**config.mk**
```make
export PLATFORM = sky130hd
export DESIGN_NAME = efp_csr
export DESIGN_NICKNAME = d
export VERILOG_FILES = /design/src/rtl/core/efp_pkg.sv /design/src/rtl/core/efp_csr.sv
export SDC_FILE = /design/constraint.sdc
export NUM_CORES = 1
export LEC_CHECK = 0
export BUFFER_PORTS_ARGS = -buffer_cell sky130_fd_sc_hd__buf_2
export CAP_MARGIN = 10
export CORE_MARGIN = 8
export CORE_UTILIZATION = 51
export CTS_CLUSTER_DIAMETER = 50
export CTS_CLUSTER_SIZE = 14
export DETAILED_ROUTE_END_ITERATION = 7
export PLACE_DENSITY = 0.79
export REMOVE_ABC_BUFFERS = 1
export SYNTH_ARGS = -nofsm -noshare
export SYNTH_HDL_FRONTEND = slang
export SYNTH_SLANG_ARGS = --single-unit
export TNS_END_PERCENT = 1
```
**constraint.sdc**
```tcl
create_clock -name clock -period 1.65 [get_ports clock]
set_clock_uncertainty 0.15 [all_clocks]
set_input_delay 0.2475 -clock clock [delete_from_list [all_inputs] [get_ports clock]]
set_output_delay 0.2475 -clock clock [all_outputs]
set_load 0.01 [all_outputs]
```
**src/rtl/core/efp_pkg.sv**
```systemverilog
// Types, constants and helper functions of the escape-time fractal pixel unit
package efp_pkg;

   localparam int MAX_GRID   = 1024;
   localparam int GRID_W     = $clog2(MAX_GRID + 1);
   localparam int FRAC_BITS  = 26;
   localparam int COORD_W    = 32;
   localparam int STEP_W     = 31;
   localparam int ITER_W     = 16;
   localparam int PIXEL_W    = 8;
   localparam int CSR_IDX_W  = 3;
   localparam int CSR_DATA_W = 32;
   localparam int OFFS_W     = STEP_W + GRID_W;
   localparam int PROD_W     = 2 * COORD_W;
   localparam int SAT_IN_W   = PROD_W + 2;

   // with a very wide fraction no 32-bit z can reach |z|^2 > 4
   localparam bit ESC_NEVER = (2 * FRAC_BITS + 2 >= PROD_W);
   localparam logic [PROD_W-1:0] ESC_LIMIT =
      ESC_NEVER ? '0 : (PROD_W'(4) << (ESC_NEVER ? 0 : 2 * FRAC_BITS));

   localparam logic [PIXEL_W-1:0] PIXEL_INSIDE  = 8'd255;
   localparam logic [PIXEL_W-1:0] PIXEL_ESCAPED = 8'd0;

   typedef enum logic [CSR_IDX_W-1:0] {
      CSR_MODE       = 3'd0,
      CSR_X_ORIGIN   = 3'd1,
      CSR_Y_ORIGIN   = 3'd2,
      CSR_X_STEP     = 3'd3,
      CSR_Y_STEP     = 3'd4,
      CSR_ITER_LIMIT = 3'd5,
      CSR_JULIA_RE   = 3'd6,
      CSR_JULIA_IM   = 3'd7
   } csr_idx_type;

   typedef struct packed {
      logic                       mode;
      logic signed [COORD_W-1:0]  x_origin;
      logic signed [COORD_W-1:0]  y_origin;
      logic        [STEP_W-1:0]   x_step;
      logic        [STEP_W-1:0]   y_step;
      logic        [ITER_W-1:0]   iter_limit;
      logic signed [COORD_W-1:0]  julia_re;
      logic signed [COORD_W-1:0]  julia_im;
   } cfg_type;

   localparam cfg_type CFG_RESET = '{
      mode:       1'b0,
      x_origin:   -32'sd134217728,
      y_origin:   -32'sd134217728,
      x_step:     31'd262144,
      y_step:     31'd262144,
      iter_limit: 16'd100,
      julia_re:   32'sd0,
      julia_im:   32'sd0
   };

   typedef struct packed {
      logic capture;      // take row/col of an accepted item
      logic load_offset;  // register step * index
      logic load_point;   // form c, seed z and the constant
      logic mul;          // register the three products
      logic update;       // z <= z*z + k
      logic mark_out;     // point escaped
      logic emit;         // load the result register
   } efp_cmd_type;

   typedef struct packed {
      logic limit_zero;
      logic escaped;
      logic last_iter;
   } efp_status_type;

   // clamp to the signed coordinate range
   function automatic logic signed [COORD_W-1:0] sat_coord(
      input logic signed [SAT_IN_W-1:0] v);
      logic [SAT_IN_W-COORD_W:0] top;
      top = v[SAT_IN_W-1:COORD_W-1];
      if ((top == '0) || (top == '1))
         return v[COORD_W-1:0];
      else if (v[SAT_IN_W-1])
         return {1'b1, {(COORD_W-1){1'b0}}};
      else
         return {1'b0, {(COORD_W-1){1'b1}}};
   endfunction

endpackage

```
**src/rtl/core/efp_csr.sv**
```systemverilog
// Configuration register file of the fractal pixel unit
module efp_csr (
   input  logic                            clock,
   input  logic                            reset,
   input  logic                            wr_valid,
   input  logic [efp_pkg::CSR_IDX_W-1:0]   wr_index,
   input  logic [efp_pkg::CSR_DATA_W-1:0]  wr_data,
   output logic                            wr_ready,
   output efp_pkg::cfg_type                cfg
);

   efp_pkg::cfg_type cfg_ff, cfg_in;

   assign wr_ready = 1'b1;
   assign cfg      = cfg_ff;

   always_comb begin
      cfg_in = cfg_ff;
      if (wr_valid) begin
         case (efp_pkg::csr_idx_type'(wr_index))
            efp_pkg::CSR_MODE:       cfg_in.mode       = wr_data[0];
            efp_pkg::CSR_X_ORIGIN:   cfg_in.x_origin   = wr_data[efp_pkg::COORD_W-1:0];
            efp_pkg::CSR_Y_ORIGIN:   cfg_in.y_origin   = wr_data[efp_pkg::COORD_W-1:0];
            efp_pkg::CSR_X_STEP:     cfg_in.x_step     = wr_data[efp_pkg::STEP_W-1:0];
            efp_pkg::CSR_Y_STEP:     cfg_in.y_step     = wr_data[efp_pkg::STEP_W-1:0];
            efp_pkg::CSR_ITER_LIMIT: cfg_in.iter_limit = wr_data[efp_pkg::ITER_W-1:0];
            efp_pkg::CSR_JULIA_RE:   cfg_in.julia_re   = wr_data[efp_pkg::COORD_W-1:0];
            efp_pkg::CSR_JULIA_IM:   cfg_in.julia_im   = wr_data[efp_pkg::COORD_W-1:0];
            default:                 cfg_in = cfg_ff;
         endcase
      end
   end

   always_ff @(posedge clock) begin
      if (reset) begin
         cfg_ff <= efp_pkg::CFG_RESET;
      end else begin
         cfg_ff <= cfg_in;
      end
   end

endmodule

```
==> flow_summary.json <==
{
  "min_from": "reset",
  "clk_pin_slew_ps": 60,
  "coreArea_um2": 15800,
  "layout_common_cells": "buf_2, nand2b_1, mux2i_1, dfxtp_1, nor2_1",
  "r2r_end": "cfg[48]",
  "yosysTopAreaCell": "dfxtp_1",
  "rows": 46,
  "worst_ep_required_time_ps": 1250,
  "synth_xor_area_frac": 0,
  "power_w": 0.0104,
  "yosysSeqAreaShare": 0.504,
  "htreeDepth": 1,
  "largest_reg_flops": 207,
  "nets": 1017,
  "path_cells": "buf_2",
  "wirelength_um": 21000,
  "finalMaxSlewViolations": 0,
  "ant_nets": 0,
  "drc": 0,
  "clk_latency_ps": 480,
  "root_buffer": "clkbuf_16",
  "yosys_register_bits": 207,
  "cts_setup_buffers": 0,
  "vdd_drop_max_uv": 703,
  "ys_warn_count": 0,
  "diodes": 0,
  "r2r_slack_ps": 850,
  "critical-path-top-delay-family": "flip-flops",
  "wl_per_cell_um": 17.5,
  "leakagePower_nw": 5.51,
  "vias": 5964,
  "p_per_area_nw_per_um2": 1000,
  "antenna_found_initial": 0,
  "maxClockFrequency_ghz": 0.710,
  "grt_pass1_vias": 6141,
  "synth_top_family_by_area": "multiplexers",
  "hold_slack_ps": 16.4,
  "cp_data_arrival_time_ps": 1010,
  "netlist.area_leader.share": 0.504,
  "cp_slowest_cell": "dfxtp_1",
  "die_y_um": 143,
  "synthToLayoutAreaGrowth_pct": 26.8,
  "synthAdderAreaFrac": 0,
  "io_buffers": 244,
  "dp_hpwl_um": 14500,
  "layout_min_cycle_time_ps": 1410,
  "cp_max_fo": 2,
  "cts_tree": "yes",
  "ioPinCount": 246,
  "min_path_cells": 3,
  "clock_path_buffers": 3,
  "numCtsBuffers": 20,
  "post_synth_inst_count": 733,
  "end_kind": "output port",
  "hold_path.class": "input port to flip-flop",
  "synth_cell_type_count": 18,
  "dieArea_um2": 20400,
  "synth_simple_gate_area_frac": 0.199,
  "drive_gt1_frac": 0.304,
  "maxCapViolCount": 0,
  "dieWidth_um": 143,
  "setup_viol": 0,
  "rr_worst_depth": 2,
  "min_period_over_period": 0.853,
  "grt_usage": 0.199,
  "initial_core_util": 0.519,
  "fin_setup_tns_ps": 0,
  "synth_area_um2": 8220,
  "synthMuxAreaShare": 0.252,
  "crit_type": "flip-flop to output port",
  "status": "finished, final reports clean",
  "overflow": 0,
  "critPathMaxStageDelay_ps": 380,
  "syn_area_per_cell_um2": 11.2,
  "synth_compound_area_frac": 0,
  "grt_pass1_wl_um": 32800,
  "design_area_um2": 10400,
  "place.gp.congestion": 0.770,
  "rsz0062_at_grt": "no",
  "cts_sinks": 207,
  "routed_via_density": 4.96,
  "drt_iter0_drc": 197,
  "first_pass_iters": 4,
  "holdPathEnd": "cfg[98]",
  "finalHoldViolations": 0,
  "placed_area_um2": 9680,
  "synthTopCellsByArea": "dfxtp_1, mux2i_1, nand2b_1, buf_6, clkbuf_1",
  "grt_max_degree": 49,
  "crit_buf_inv": 1,
  "startpoint_type": "flip-flop",
  "layout_commonest_cell": "buf_2",
  "r2r-start": "cfg[48]"
}
-- cell type report --
| type | instances | area, µm² |
|---|---|---|
| clock buffer | 24 | 537 |
| clock inverter | 6 | 90.1 |
| fill | 1197 | 5410 |
| multi-input combinational | 469 | 3730 |
| sequential | 207 | 4140 |
| tap | 216 | 270 |
| timing repair buffer | 281 | 1640 |
-- repair_timing --
| action | 4_1_cts | 5_1_grt |
|---|---|---|
| hold endpoints to repair | 42 | 0 |
| gates resized for setup | 0 | 0 |
| hold buffers | 11 | 0 |
-- how the worst max path moves through the flow --
stage | start | endpoint | depth (start not counted)
floorplan | wr_index[1] | cfg[100] | 2
global placement | reset | cfg[206] | 4
detailed placement | wr_index[2] | cfg[126] | 4
CTS | cfg[185] | cfg[185] | 1
global route | cfg[185] | cfg[185] | 1
finish | cfg[0] | cfg[0] | 1
-- synthesized netlist by cell type --
library cell and n:
buf_6 10, and4b_1 3, nand4_2 1, and4bb_1 2
nand4b_2 1, buf_2 9, nor2_1 24, conb_1 1
nand4b_1 2, mux2i_1 207, nand2b_1 224, nand4bb_1 3
buf_12 2, clkbuf_1 27, buf_4 8, dfxtp_1 207
buf_1 1, nor4b_1 1
-- where the power goes --
| group | leakage (nW) | switching (W) | total (W) | internal (W) |
|---|---|---|---|---|
| logic | 3.53 | 0.000415 | 0.000790 | 0.000374 |
| registers | 1.68 | 0.0000606 | 0.00517 | 0.00511 |
| clock network | 0.303 | 0.00186 | 0.00448 | 0.00262 |
-- stage by stage --
| stage | worst slack (ps) | util | std cells |
|---|---|---|---|
| 2_1_floorplan | -660 | - | 676 |
| 3_3_place_gp | 226 | 0.612 | 1162 |
| 3_5_place_dp | 160 | 0.612 | 1162 |
| 4_1_cts | 220 | 0.658 | 1203 |
| 5_1_grt | 200 | 0.658 | 1203 |
| 6_report | 242 | 0.658 | 1203 |
-- kinds of logic after synthesis --
group | after synthesis
and+or+nand+nor | 261
muxes | 207
DFF | 207
buffers and inverters | 57
other | 1
-- routing by layer --
layer	global-route usage	share of wire
met4	0.0593	0.024
met1	0.235	0.43
met2	0.331	0.45
met3	0.0725	0.099
met5	0	0
No activity file was read; power rests on OpenSTA's default activity.
