## src/rtl/core/efp_pkg.sv

```systemverilog
// Types, constants and helper functions of the escape-time fractal pixel unit
package efp_pkg;

   localparam int MAX_GRID   = 1024;
   localparam int GRID_W     = $clog2(MAX_GRID + 1);
   localparam int FRAC_BITS  = 26;
   localparam int COORD_W    = 32;
   localparam int STEP_W     = 31;
   localparam int ITER_W     = 16;
   localparam int PIXEL_W    = 8;
   localparam int CSR_IDX_W  = 3;
   localparam int CSR_DATA_W = 32;
   localparam int OFFS_W     = STEP_W + GRID_W;
   localparam int PROD_W     = 2 * COORD_W;
   localparam int SAT_IN_W   = PROD_W + 2;

   // with a very wide fraction no 32-bit z can reach |z|^2 > 4
   localparam bit ESC_NEVER = (2 * FRAC_BITS + 2 >= PROD_W);
   localparam logic [PROD_W-1:0] ESC_LIMIT =
      ESC_NEVER ? '0 : (PROD_W'(4) << (ESC_NEVER ? 0 : 2 * FRAC_BITS));

   localparam logic [PIXEL_W-1:0] PIXEL_INSIDE  = 8'd255;
   localparam logic [PIXEL_W-1:0] PIXEL_ESCAPED = 8'd0;

   typedef enum logic [CSR_IDX_W-1:0] {
      CSR_MODE       = 3'd0,
      CSR_X_ORIGIN   = 3'd1,
      CSR_Y_ORIGIN   = 3'd2,
      CSR_X_STEP     = 3'd3,
      CSR_Y_STEP     = 3'd4,
      CSR_ITER_LIMIT = 3'd5,
      CSR_JULIA_RE   = 3'd6,
      CSR_JULIA_IM   = 3'd7
   } csr_idx_type;

   typedef struct packed {
      logic                       mode;
      logic signed [COORD_W-1:0]  x_origin;
      logic signed [COORD_W-1:0]  y_origin;
      logic        [STEP_W-1:0]   x_step;
      logic        [STEP_W-1:0]   y_step;
      logic        [ITER_W-1:0]   iter_limit;
      logic signed [COORD_W-1:0]  julia_re;
      logic signed [COORD_W-1:0]  julia_im;
   } cfg_type;

   localparam cfg_type CFG_RESET = '{
      mode:       1'b0,
      x_origin:   -32'sd134217728,
      y_origin:   -32'sd134217728,
      x_step:     31'd262144,
      y_step:     31'd262144,
      iter_limit: 16'd100,
      julia_re:   32'sd0,
      julia_im:   32'sd0
   };

   typedef struct packed {
      logic capture;      // take row/col of an accepted item
      logic load_offset;  // register step * index
      logic load_point;   // form c, seed z and the constant
      logic mul;          // register the three products
      logic update;       // z <= z*z + k
      logic mark_out;     // point escaped
      logic emit;         // load the result register
   } efp_cmd_type;

   typedef struct packed {
      logic limit_zero;
      logic escaped;
      logic last_iter;
   } efp_status_type;

   // clamp to the signed coordinate range
   function automatic logic signed [COORD_W-1:0] sat_coord(
      input logic signed [SAT_IN_W-1:0] v);
      logic [SAT_IN_W-COORD_W:0] top;
      top = v[SAT_IN_W-1:COORD_W-1];
      if ((top == '0) || (top == '1))
         return v[COORD_W-1:0];
      else if (v[SAT_IN_W-1])
         return {1'b1, {(COORD_W-1){1'b0}}};
      else
         return {1'b0, {(COORD_W-1){1'b1}}};
   endfunction

endpackage

```

## src/rtl/core/efp_ctrl.sv

```systemverilog
// Sequencer of the fractal pixel unit: handshakes and iteration control
module efp_ctrl (
   input  logic                     clock,
   input  logic                     reset,
   input  logic                     req_valid,
   output logic                     req_ready,
   output logic                     rsp_valid,
   input  logic                     rsp_ready,
   input  efp_pkg::efp_status_type  status,
   output efp_pkg::efp_cmd_type     cmd
);

   typedef enum logic [5:0] {
      S_IDLE = 6'b000001,
      S_OFFS = 6'b000010,
      S_LOAD = 6'b000100,
      S_MUL  = 6'b001000,
      S_CHK  = 6'b010000,
      S_DONE = 6'b100000
   } state_type;

   state_type state_ff, state_in;
   logic      rsp_valid_ff, rsp_valid_in;

   assign req_ready = (state_ff == S_IDLE);
   assign rsp_valid = rsp_valid_ff;

   always_comb begin
      state_in     = state_ff;
      cmd          = '0;
      rsp_valid_in = rsp_valid_ff && !rsp_ready;
      case (state_ff)
         S_IDLE: begin
            if (req_valid) begin
               cmd.capture = 1'b1;
               state_in    = S_OFFS;
            end
         end
         S_OFFS: begin
            cmd.load_offset = 1'b1;
            state_in        = S_LOAD;
         end
         S_LOAD: begin
            cmd.load_point = 1'b1;
            state_in       = status.limit_zero ? S_DONE : S_MUL;
         end
         S_MUL: begin
            cmd.mul  = 1'b1;
            state_in = S_CHK;
         end
         S_CHK: begin
            if (status.escaped) begin
               cmd.mark_out = 1'b1;
               state_in     = S_DONE;
            end else begin
               cmd.update = 1'b1;
               state_in   = status.last_iter ? S_DONE : S_MUL;
            end
         end
         S_DONE: begin
            // wait for the result register to free up
            if (!rsp_valid_ff || rsp_ready) begin
               cmd.emit     = 1'b1;
               rsp_valid_in = 1'b1;
               state_in     = S_IDLE;
            end
         end
         default: state_in = S_IDLE;
      endcase
   end

   always_ff @(posedge clock) begin
      if (reset) begin
         state_ff     <= S_IDLE;
         rsp_valid_ff <= 1'b0;
      end else begin
         state_ff     <= state_in;
         rsp_valid_ff <= rsp_valid_in;
      end
   end

endmodule

```

## config.mk

```make
export PLATFORM = sky130hd
export DESIGN_NAME = efp_ctrl
export DESIGN_NICKNAME = d
export VERILOG_FILES = /design/src/rtl/core/efp_pkg.sv /design/src/rtl/core/efp_ctrl.sv
export SDC_FILE = /design/constraint.sdc
export NUM_CORES = 1
export LEC_CHECK = 0
export BUFFER_PORTS_ARGS = -buffer_cell sky130_fd_sc_hd__buf_2
export CORE_AREA = 8 8 45 47
export DETAILED_ROUTE_END_ITERATION = 7
export DIE_AREA = 0 0 53 55
export PLACE_DENSITY_LB_ADDON = 0.15
export SLEW_MARGIN = 20
export SYNTH_ARGS = -nofsm -noshare
export SYNTH_HDL_FRONTEND = slang
export SYNTH_SLANG_ARGS = --single-unit
```

## constraint.sdc

```tcl
create_clock -name clock -period 2.5 [get_ports clock]
set_input_delay 0.25 -clock clock [delete_from_list [all_inputs] [get_ports clock]]
set_output_delay 0.25 -clock clock [all_outputs]
set_load 0.1 [all_outputs]
```

==> results of run 1 <==
==> sequential cells by signal, indices dropped and copies added, names as in the netlist <==
signal	cells
state_ff	6
rsp_valid	1
==> area by class of cell <==
class / count / area (um2) / area share
multi-input combinational: 38 / 273 / 0.499
sequential: 7 / 140 / 0.256
timing repair buffer: 15 / 75.1 / 0.137
clock buffer: 3 / 22.5 / 0.0412
tap: 16 / 20.0 / 0.0366
inverter: 3 / 11.3 / 0.0206
clock inverter: 1 / 5.00 / 0.00915
==> how the worst max path moves through the flow <==
stage,startpoint,end,slack (ns)
5_1_grt,state_ff[3],cmd[6],0.30
3_3_place_gp,state_ff[4],cmd[2],0.69
2_1_floorplan,state_ff[1],cmd[2],0.006
6_report,state_ff[3],cmd[6],0.43
3_5_place_dp,state_ff[3],cmd[6],0.70
4_1_cts,state_ff[3],cmd[6],0.41
==> cells in the final DEF, fill, tap and decap left out, types with 2 or more instances in the layout <==
cell,n
buf_2,15
nor2_1,7
dfxtp_1,7
nand2_1,3
inv_1,3
nand2b_1,3
clkbuf_4,3
nor2b_1,2
a21oi_1,2
==> cells by family after synthesis <==
| kind of cell | Yosys count |
|---|---|
| flip-flops | 7 |
| AO/OA/AOI/OAI | 8 |
| XOR/XNOR | 1 |
| AND/OR/NAND/NOR | 29 |
| buffers and inverters | 4 |
==> power breakdown <==
part | switching [W] | internal (W) | leakage, nW
clock network | 0.0000459 | 0.0000586 | 0.0177
registers | 0.00000648 | 0.000115 | 0.0569
logic | 0.0000576 | 0.0000256 | 0.171
==> critical path, cell delays in order (launching register included) <==
cell     delay [ns]
dfxtp_1        0.40
nor4_4         0.39
and3b_1        0.23
and2_4         0.14
buf_2          0.41
==> routing by layer <==
| layer | track usage | part of all wire | vias to the layer above |
|---|---|---|---|
| li1 | - | - | 209 |
| met1 | 0.0822 | 0.46 | 179 |
| met2 | 0.117 | 0.45 | 12 |
| met3 | 0.0535 | 0.091 | 0 |
| met4 | 0.0259 | 0 | 0 |
| met5 | 0 | 0 | - |
==> through the flow <==
step / cell area, um2 / instances / hold slack, ns / utilization
floorplan: 429 / 49 / 0.319 / -
global placement: 519 / 79 / 0.454 / 0.375
detailed placement: 519 / 79 / 0.463 / 0.375
finish: 547 / 83 / 0.189 / 0.395
global route: 547 / 83 / 0.180 / 0.395
CTS: 547 / 83 / 0.188 / 0.395
==> flow_metrics.py, run 1 <==
metrics = {
    "cts": {
        "tritoncts.num_buffers": 3,
        "worstSkewPairLatency_ns": 0.25,
        "clock_tree_from_tritoncts": "yes",
        "postCtsSetupRepairBufs": 0,
        "ctsRootBufferMaster": "clkbuf_4",
        "post_cts_resized": 0,
        "clock_path_buffers": 2,
        "clk_pin_slew_worst_paths_ns": 0.06,
        "cts_max_level": 1,
        "cts_hold_repair.buffers": 0,
        "numClockSinks": 7,
    },
    "sta": {
        "max_freq_mhz": 482,
        "worst-slew-pin-transition_ns": 0.491,
        "setup_violations": 0,
        "grt_setup_unrepaired": "no",
        "final_hold_fails": 0,
        "period_needed_ns": 2.07,
        "timing.final.ws_setup_ns": 0.427,
        "timing.max_slew.rel_slack": 0.675,
        "setup_total_negative_slack_ns": 0,
        "timing.final.crit_share": 0.829,
        "fin_worst_skew_ns": 0.000923,
        "slew_violations": 0,
    },
    "detailed_routing": {
        "first_iter_violations": 7,
        "drt_pre_antenna_iters": 3,
        "vias_per_cell": 4.82,
        "detail-route-antenna-nets": 0,
        "wl_per_cell_um": 11.8,
        "via_count": 400,
        "drc": 0,
        "totalWireLength_um": 982,
    },
    "floorplanning": {
        "die_height_um": 55,
        "die_w_um": 53,
        "rows": 14,
        "design.die.area_um2": 2920,
        "start_util": 0.299,
        "design.portCount": 16,
        "core_region_area_um2": 1380,
    },
    "logic_synthesis": {
        "yosysSeqAreaShare": 0.338,
        "synth_top_family_by_area": "simple AND/OR/NAND/NOR gates",
        "synth_largest_type_area_fraction": 0.338,
        "async_reset_ff_frac": 0,
        "yosysWarningCount": 0,
        "netlist_cell_types": 28,
        "post_synth_fa_ha_maj_area_fraction": 0,
        "number_of_enable_type_register_cells_in_the_synthesized_netlist": 0,
        "synthTopCellsByCount": "dfxtp_1, nor2_1, inv_1, nand2_1, nand2b_1",
        "synth-simple-area-share": 0.480,
        "post_synth.cell_area_avg_um2": 8.45,
        "synth_area_um2": 414,
        "synth_compound_area_frac": 0.121,
        "synthesis.instances": 49,
        "ys_ff_latch": 7,
        "synth_top_area_cell": "dfxtp_1",
        "synth_mux_area_frac": 0,
        "top_post_synthesis_cells_by_area": "dfxtp_1, nor2_1, nor4_4",
        "yosys_most_used_dff": "dfxtp_1",
        "synth_nets": 56,
        "yosys.area_share.xor_xnor": 0.0211,
    },
    "critical_path": {
        "worst_setup_path_start_kind": "flop",
        "critical_path_class": "reg -> out",
        "r2r_slack_ns": 1.11,
        "timing.critical_path.required_ns": 2.25,
        "critical_path.endpoint_type": "output pin",
        "critical_path_peak_fanout": 6,
        "crit-reg2reg-capture": "state_ff[0]",
        "reg2reg_depth": 3,
        "worst_r2r_startpoint": "state_ff[3]",
        "timing.critical_path.arrival_ns": 1.82,
    },
    "global_routing": {
        "grt_antenna_before_repair": 0,
        "gr-total-overflow": 0,
        "grt_first_pass_wirelength_um": 1590,
        "first_global_vias": 392,
        "grt_use_total": 0.0765,
        "grt_max_degree": 8,
    },
    "placed_design": {
        "place.gp.congestion": 0.764,
        "detailedPlace.worstSlack_ns": 0.702,
        "io_buffers": 15,
    },
    "min_path": {
        "hold-path-endpoint": "rsp_valid",
        "whs_path_depth": 2,
        "path_type_of_the_worst_min_delay_path": "in -> reg",
        "hold_path.startpoint": "reset",
    },
    "final_layout": {
        "syn_to_final_growth_pct": 32.0,
        "antennaDiodeCount": 0,
        "fin_nets": 75,
        "layout.filler_cells": 162,
        "drive_gt1_frac": 0.343,
    },
    "power": {
        "static-leakage-power_nw": 0.246,
        "power-per-cell-area_nw_per_um2": 566,
        "ir_worst_vdd_mv": 0.276,
        "fin_total_pwr_w": 0.000309,
    },
    "flow_run": {
        "number_of_maximum_capacitance_violations": 0,
    },
    "status": {
        "run_status": "finished, final reports clean",
    },
}
(Power assumes the default switching activity.)
==> run 2, diff against run 1 <==
==> constraint.sdc (replaced) <==
create_clock -name clock -period 2.1 [get_ports clock]
set_input_delay 0.21 -clock clock [delete_from_list [all_inputs] [get_ports clock]]
set_output_delay 0.21 -clock clock [all_outputs]
set_load 0.1 [all_outputs]
==> run 2 against run 1 <==
  * Worst setup slack worse by 0.24 ns
  * Non-clock buffer count is 1 higher
  * Die area stayed put
  * Clock power is 18% higher
  * Total power is 21% higher
  * Via count is 2.0% higher
  * Critical endpoint is now cmd[1]
==> flow_metrics.py, run 2 (same netlist as run 1, synthesis figures left out) <==
metrics = {
    "global_routing": {
        "grt_first_pass_wirelength_um": 1640,
        "grt_use_total": 0.0782,
        "first_global_vias": 385,
        "gr-total-overflow": 0,
        "grt_max_degree": 8,
        "grt_antenna_before_repair": 0,
    },
    "sta": {
        "timing.final.crit_share": 0.912,
        "period_needed_ns": 1.92,
        "worst-slew-pin-transition_ns": 0.488,
        "setup_total_negative_slack_ns": 0,
        "slew_violations": 0,
        "grt_setup_unrepaired": "no",
        "final_hold_fails": 0,
        "max_freq_mhz": 522,
        "post_route_hold_slack_ns": 0.139,
        "timing.max_slew.rel_slack": 0.677,
        "fin_worst_skew_ns": 0.00508,
        "setup_violations": 0,
    },
    "final_layout": {
        "syn_to_final_growth_pct": 39.9,
        "antennaDiodeCount": 0,
        "largest_register_ffs": 6,
        "most-common-layout-cells": "buf_2, dfxtp_1, nor2_1",
        "final_cell_area_um2": 579,
        "fin_nets": 76,
        "layout_commonest_cell": "buf_2",
        "layout.cells.non_filler": 84,
        "largest_reg_by_ff_count": "state_ff",
        "drive_gt1_frac": 0.382,
    },
    "floorplanning": {
        "core_region_area_um2": 1380,
        "die_height_um": 55,
        "start_util": 0.299,
        "rows": 14,
        "design.die.area_um2": 2920,
        "design.portCount": 16,
        "die_w_um": 53,
    },
    "detailed_routing": {
        "detail-route-antenna-nets": 0,
        "via_count": 408,
        "wl_per_cell_um": 12.0,
        "first_iter_violations": 13,
        "vias_per_cell": 4.86,
        "drc": 0,
        "totalWireLength_um": 1010,
        "drt_pre_antenna_iters": 4,
    },
    "critical_path": {
        "count_of_buffering_cells_on_the_critical_path_with_inverters_included": 1,
        "worstPathCellList": "nand2b_1 -> nor4b_2 -> and2_1 -> clkbuf_4",
        "cpMaxStageDelayCell": "dfxtp_1",
        "critical_path_class": "reg -> out",
        "critPathMaxStageDelay_ns": 0.46,
        "crit_family": "simple AND/OR/NAND/NOR gates",
        "timing.critical_path.required_ns": 1.89,
        "critical_path_peak_fanout": 6,
        "worst_setup_path_start_kind": "flop",
        "critical_path.endpoint_type": "output pin",
        "timing.critical_path.arrival_ns": 1.71,
    },
    "cts": {
        "clock_path_buffers": 2,
        "clk_pin_slew_worst_paths_ns": 0.05,
        "cts_max_level": 1,
        "tritoncts.num_buffers": 3,
        "clock_tree_from_tritoncts": "yes",
        "worstSkewPairLatency_ns": 0.25,
        "ctsRootBufferMaster": "clkbuf_4",
        "postCtsSetupRepairBufs": 0,
        "numClockSinks": 7,
    },
    "placed_design": {
        "dpl.cell_count": 80,
        "place.gp.congestion": 0.785,
        "dpl_cell_area_um2": 548,
        "post-dp-hpwl_um": 813,
        "io_buffers": 15,
    },
    "flow_run": {
        "number_of_maximum_capacitance_violations": 0,
    },
    "power": {
        "ir_worst_vdd_mv": 0.295,
        "power-per-cell-area_nw_per_um2": 645,
        "static-leakage-power_nw": 0.250,
    },
    "min_path": {
        "path_type_of_the_worst_min_delay_path": "in -> reg",
    },
    "status": {
        "run_status": "finished, final reports clean",
    },
}
[run 2: routing by layer]
metal / global-route usage / part of all wire / vias to the layer above
li1: - / - / 215
met1: 0.0898 / 0.46 / 179
met2: 0.111 / 0.46 / 12
met3: 0.0561 / 0.068 / 2
met4: 0.0259 / 0.0089 / 0
met5: 0 / 0 / -
[run 2: worst paths after layout]
check / startpoint / to / slack (ns) / depth (start not counted)
worst max register to register: state_ff[3] / state_ff[0] / 0.77 / 3
worst max-delay path: state_ff[4] / cmd[1] / 0.18 / 4
worst min register to register: rsp_valid / rsp_valid / 0.48 / 2
worst min-delay path: reset / rsp_valid / 0.14 / 2
[run 2: metrics by stage]
stage	utilization	setup slack (ns)	power, W
floorplan	-	0.0919	0.000229
global placement	0.396	0.325	0.000252
detailed placement	0.396	0.345	0.000251
CTS	0.415	0.0652	0.000379
global route	0.419	0.0414	0.000395
finish	0.419	0.184	0.000374
[run 2: repair_timing]
item	4_1_cts	5_1_grt
hold buffers	0	0
setup endpoints to repair	0	2
gates resized for setup	0	2
hold endpoints to repair	0	0
[run 2: power by group]
part           internal [W]  total [W]  leakage [nW]  switching (W)
Sequential         0.000137   0.000145        0.0569     0.00000779
Clock             0.0000726   0.000124        0.0150      0.0000515
Combinational     0.0000350   0.000105         0.178      0.0000696
Total              0.000245   0.000374         0.250       0.000129
[run 2: area by class of cell]
type | instances | area, um2
repair buffers | 16 | 103
multi-input cells | 38 | 279
inverters | 3 | 11.3
fillers | 151 | 805
clock buffers | 4 | 26.3
well taps | 16 | 20.0
flip-flops and latches | 7 | 140
==> run 3, diff against run 2 <==
--- a/config.mk
+++ b/config.mk
@@ -7,8 +7,10 @@
 export LEC_CHECK = 0
 export BUFFER_PORTS_ARGS = -buffer_cell sky130_fd_sc_hd__buf_2
 export CORE_AREA = 8 8 45 47
+export CTS_BUF_LIST = sky130_fd_sc_hd__clkbuf_4 sky130_fd_sc_hd__clkbuf_8
 export DETAILED_ROUTE_END_ITERATION = 7
 export DIE_AREA = 0 0 53 55
+export HOLD_SLACK_MARGIN = 0.08
 export PLACE_DENSITY_LB_ADDON = 0.15
 export SLEW_MARGIN = 20
 export SYNTH_ARGS = -nofsm -noshare
==> run 3 against run 2 <==
  * Non-clock buffer count did not move
  * Critical path depth did not move
  * Worst setup slack got worse by 0.0034 ns
  * Die area did not move
  * Utilization rose by 0.27 points
  * First-iteration DRC count did not move
  * Maximum frequency fell by 0.18%
  * Sequential share of layout area fell by 0.16 points
  * Total power rose by 3.7%
  * Design area rose by 0.65%
  * Clock skew rose by 0.0019 ns
  * Critical path type unchanged
  * Largest cell class unchanged
  * Highest routed layer unchanged
==> flow_metrics.py, run 3 (same netlist as run 1, synthesis figures left out) <==
metrics = {
    "sta": {
        "setup_violations": 0,
        "grt_setup_unrepaired": "no",
        "slew_violations": 0,
        "setup_total_negative_slack_ns": 0,
        "final_hold_fails": 0,
        "worst-slew-pin-transition_ns": 0.488,
        "timing.max_slew.rel_slack": 0.677,
        "timing.final.crit_share": 0.914,
        "max_freq_mhz": 521,
        "period_needed_ns": 1.92,
        "timing.final.ws_setup_ns": 0.180,
        "fin_worst_skew_ns": 0.00701,
    },
    "global_routing": {
        "grt_first_pass_wirelength_um": 1640,
        "first_global_vias": 383,
        "gr-total-overflow": 0,
        "grt_use_total": 0.0787,
        "grt_max_degree": 8,
        "grt_antenna_before_repair": 0,
    },
    "final_layout": {
        "layout_commonest_cell": "buf_2",
        "syn_to_final_growth_pct": 40.8,
        "antennaDiodeCount": 0,
        "largest_register_ffs": 6,
        "most-common-layout-cells": "buf_2, dfxtp_1, nor2_1, clkbuf_4",
        "drive_gt1_frac": 0.397,
        "largest_reg_by_ff_count": "state_ff",
        "fin_nets": 76,
    },
    "cts": {
        "worstSkewPairLatency_ns": 0.26,
        "numClockSinks": 7,
        "post_cts_resized": 0,
        "ctsRootBufferMaster": "clkbuf_4",
        "cts_hold_repair.buffers": 0,
        "tritoncts.num_buffers": 3,
        "cts_max_level": 1,
        "clock_path_buffers": 2,
        "clk_pin_slew_worst_paths_ns": 0.06,
        "postCtsSetupRepairBufs": 0,
        "clock_tree_from_tritoncts": "yes",
    },
    "power": {
        "p_switching_w": 0.000130,
        "power-per-cell-area_nw_per_um2": 665,
        "ir_worst_vdd_mv": 0.288,
        "power.share.combinational": 0.270,
        "internal_power_w": 0.000258,
        "pwr-share-clk": 0.356,
        "power.switching_fraction": 0.335,
        "static-leakage-power_nw": 0.253,
        "p_seq_frac": 0.375,
    },
    "critical_path": {
        "critical_path_class": "reg -> out",
        "worst_r2r_startpoint": "state_ff[3]",
        "worst_setup_path_startpoint": "state_ff[4]",
        "timing.critical_path.arrival_ns": 1.71,
        "worst_setup_path_start_kind": "flop",
        "timing.critical_path.required_ns": 1.89,
        "critical_path_peak_fanout": 6,
        "crit-reg2reg-capture": "state_ff[0]",
        "reg2reg_depth": 3,
        "r2r_slack_ns": 0.77,
        "critical_path.endpoint_type": "output pin",
    },
    "min_path": {
        "hold-path-endpoint": "rsp_valid",
        "path_type_of_the_worst_min_delay_path": "in -> reg",
        "hold_path.startpoint": "reset",
        "whs_path_depth": 2,
    },
    "floorplanning": {
        "rows": 14,
        "die_height_um": 55,
        "start_util": 0.299,
        "core_region_area_um2": 1380,
        "die_w_um": 53,
        "design.portCount": 16,
        "design.die.area_um2": 2920,
    },
    "placed_design": {
        "place.gp.congestion": 0.785,
        "detailedPlace.worstSlack_ns": 0.345,
        "post-dp-hpwl_um": 813,
        "io_buffers": 15,
    },
    "detailed_routing": {
        "drc": 0,
        "drt_pre_antenna_iters": 2,
        "via_count": 399,
        "wl_per_cell_um": 11.9,
        "detail-route-antenna-nets": 0,
        "first_iter_violations": 13,
        "vias_per_cell": 4.75,
        "totalWireLength_um": 1000,
    },
    "flow_run": {
        "number_of_maximum_capacitance_violations": 0,
    },
    "status": {
        "run_status": "finished, final reports clean",
    },
}
-- run 3: cell counts in the layout (fill, tap and decap cells not counted) --
Identical to the previous run, type by type.
-- run 3: worst max path at each step --
| stage | endpoint | slack (ns) | cells past startpoint |
|---|---|---|---|
| detailed placement | cmd[1] | 0.34 | 4 |
| global route | cmd[1] | 0.04 | 4 |
| floorplan | state_ff[2] | 0.09 | 3 |
| finish | cmd[1] | 0.18 | 4 |
| CTS | cmd[1] | 0.07 | 4 |
| global placement | cmd[1] | 0.32 | 4 |
-- run 3: area by class of cell --
| cell class | count | area (um2) |
|---|---|---|
| fill | 151 | 801 |
| clock buffer | 4 | 30.0 |
| inverter | 3 | 11.3 |
| timing repair buffer | 16 | 103 |
| tap | 16 | 20.0 |
| multi-input combinational | 38 | 279 |
| sequential | 7 | 140 |
-- run 3: critical path: stages, from the launching register on --
cell and delay [ns]:
dfxtp_1 0.47, nand2b_1 0.13, nor4b_2 0.37, and2_1 0.17, clkbuf_4 0.32
-- run 3: metal layers --
| metal | wire length (um) | part of all wire | GRT usage |
|---|---|---|---|
| met1 | 462 | 0.46 | 0.0913 |
| met2 | 450 | 0.45 | 0.111 |
| met3 | 81 | 0.081 | 0.0561 |
| met4 | 9 | 0.0090 | 0.0259 |
| met5 | 0 | 0 | 0 |
-- run 3: through the flow --
step / util / power [W] / instances / cell area, um2 / hold WS (ns)
after floorplan: - / 0.000229 / 49 / 435 / 0.279
final: 0.421 / 0.000388 / 84 / 583 / 0.140
after global routing: 0.421 / 0.000410 / 84 / 583 / 0.135
after global placement: 0.396 / 0.000252 / 80 / 548 / 0.414
after CTS: 0.418 / 0.000393 / 84 / 578 / 0.134
after detailed placement: 0.396 / 0.000251 / 80 / 548 / 0.409
-- run 3: power groups by stage --
stage	Clock [W]	Combinational (W)	Sequential (W)
after floorplan	0	0.0000840	0.000145
after global placement	0	0.000104	0.000149
after detailed placement	0	0.000104	0.000148
after CTS	0.000144	0.000104	0.000145
after global routing	0.000153	0.000110	0.000147
final	0.000138	0.000104	0.000145
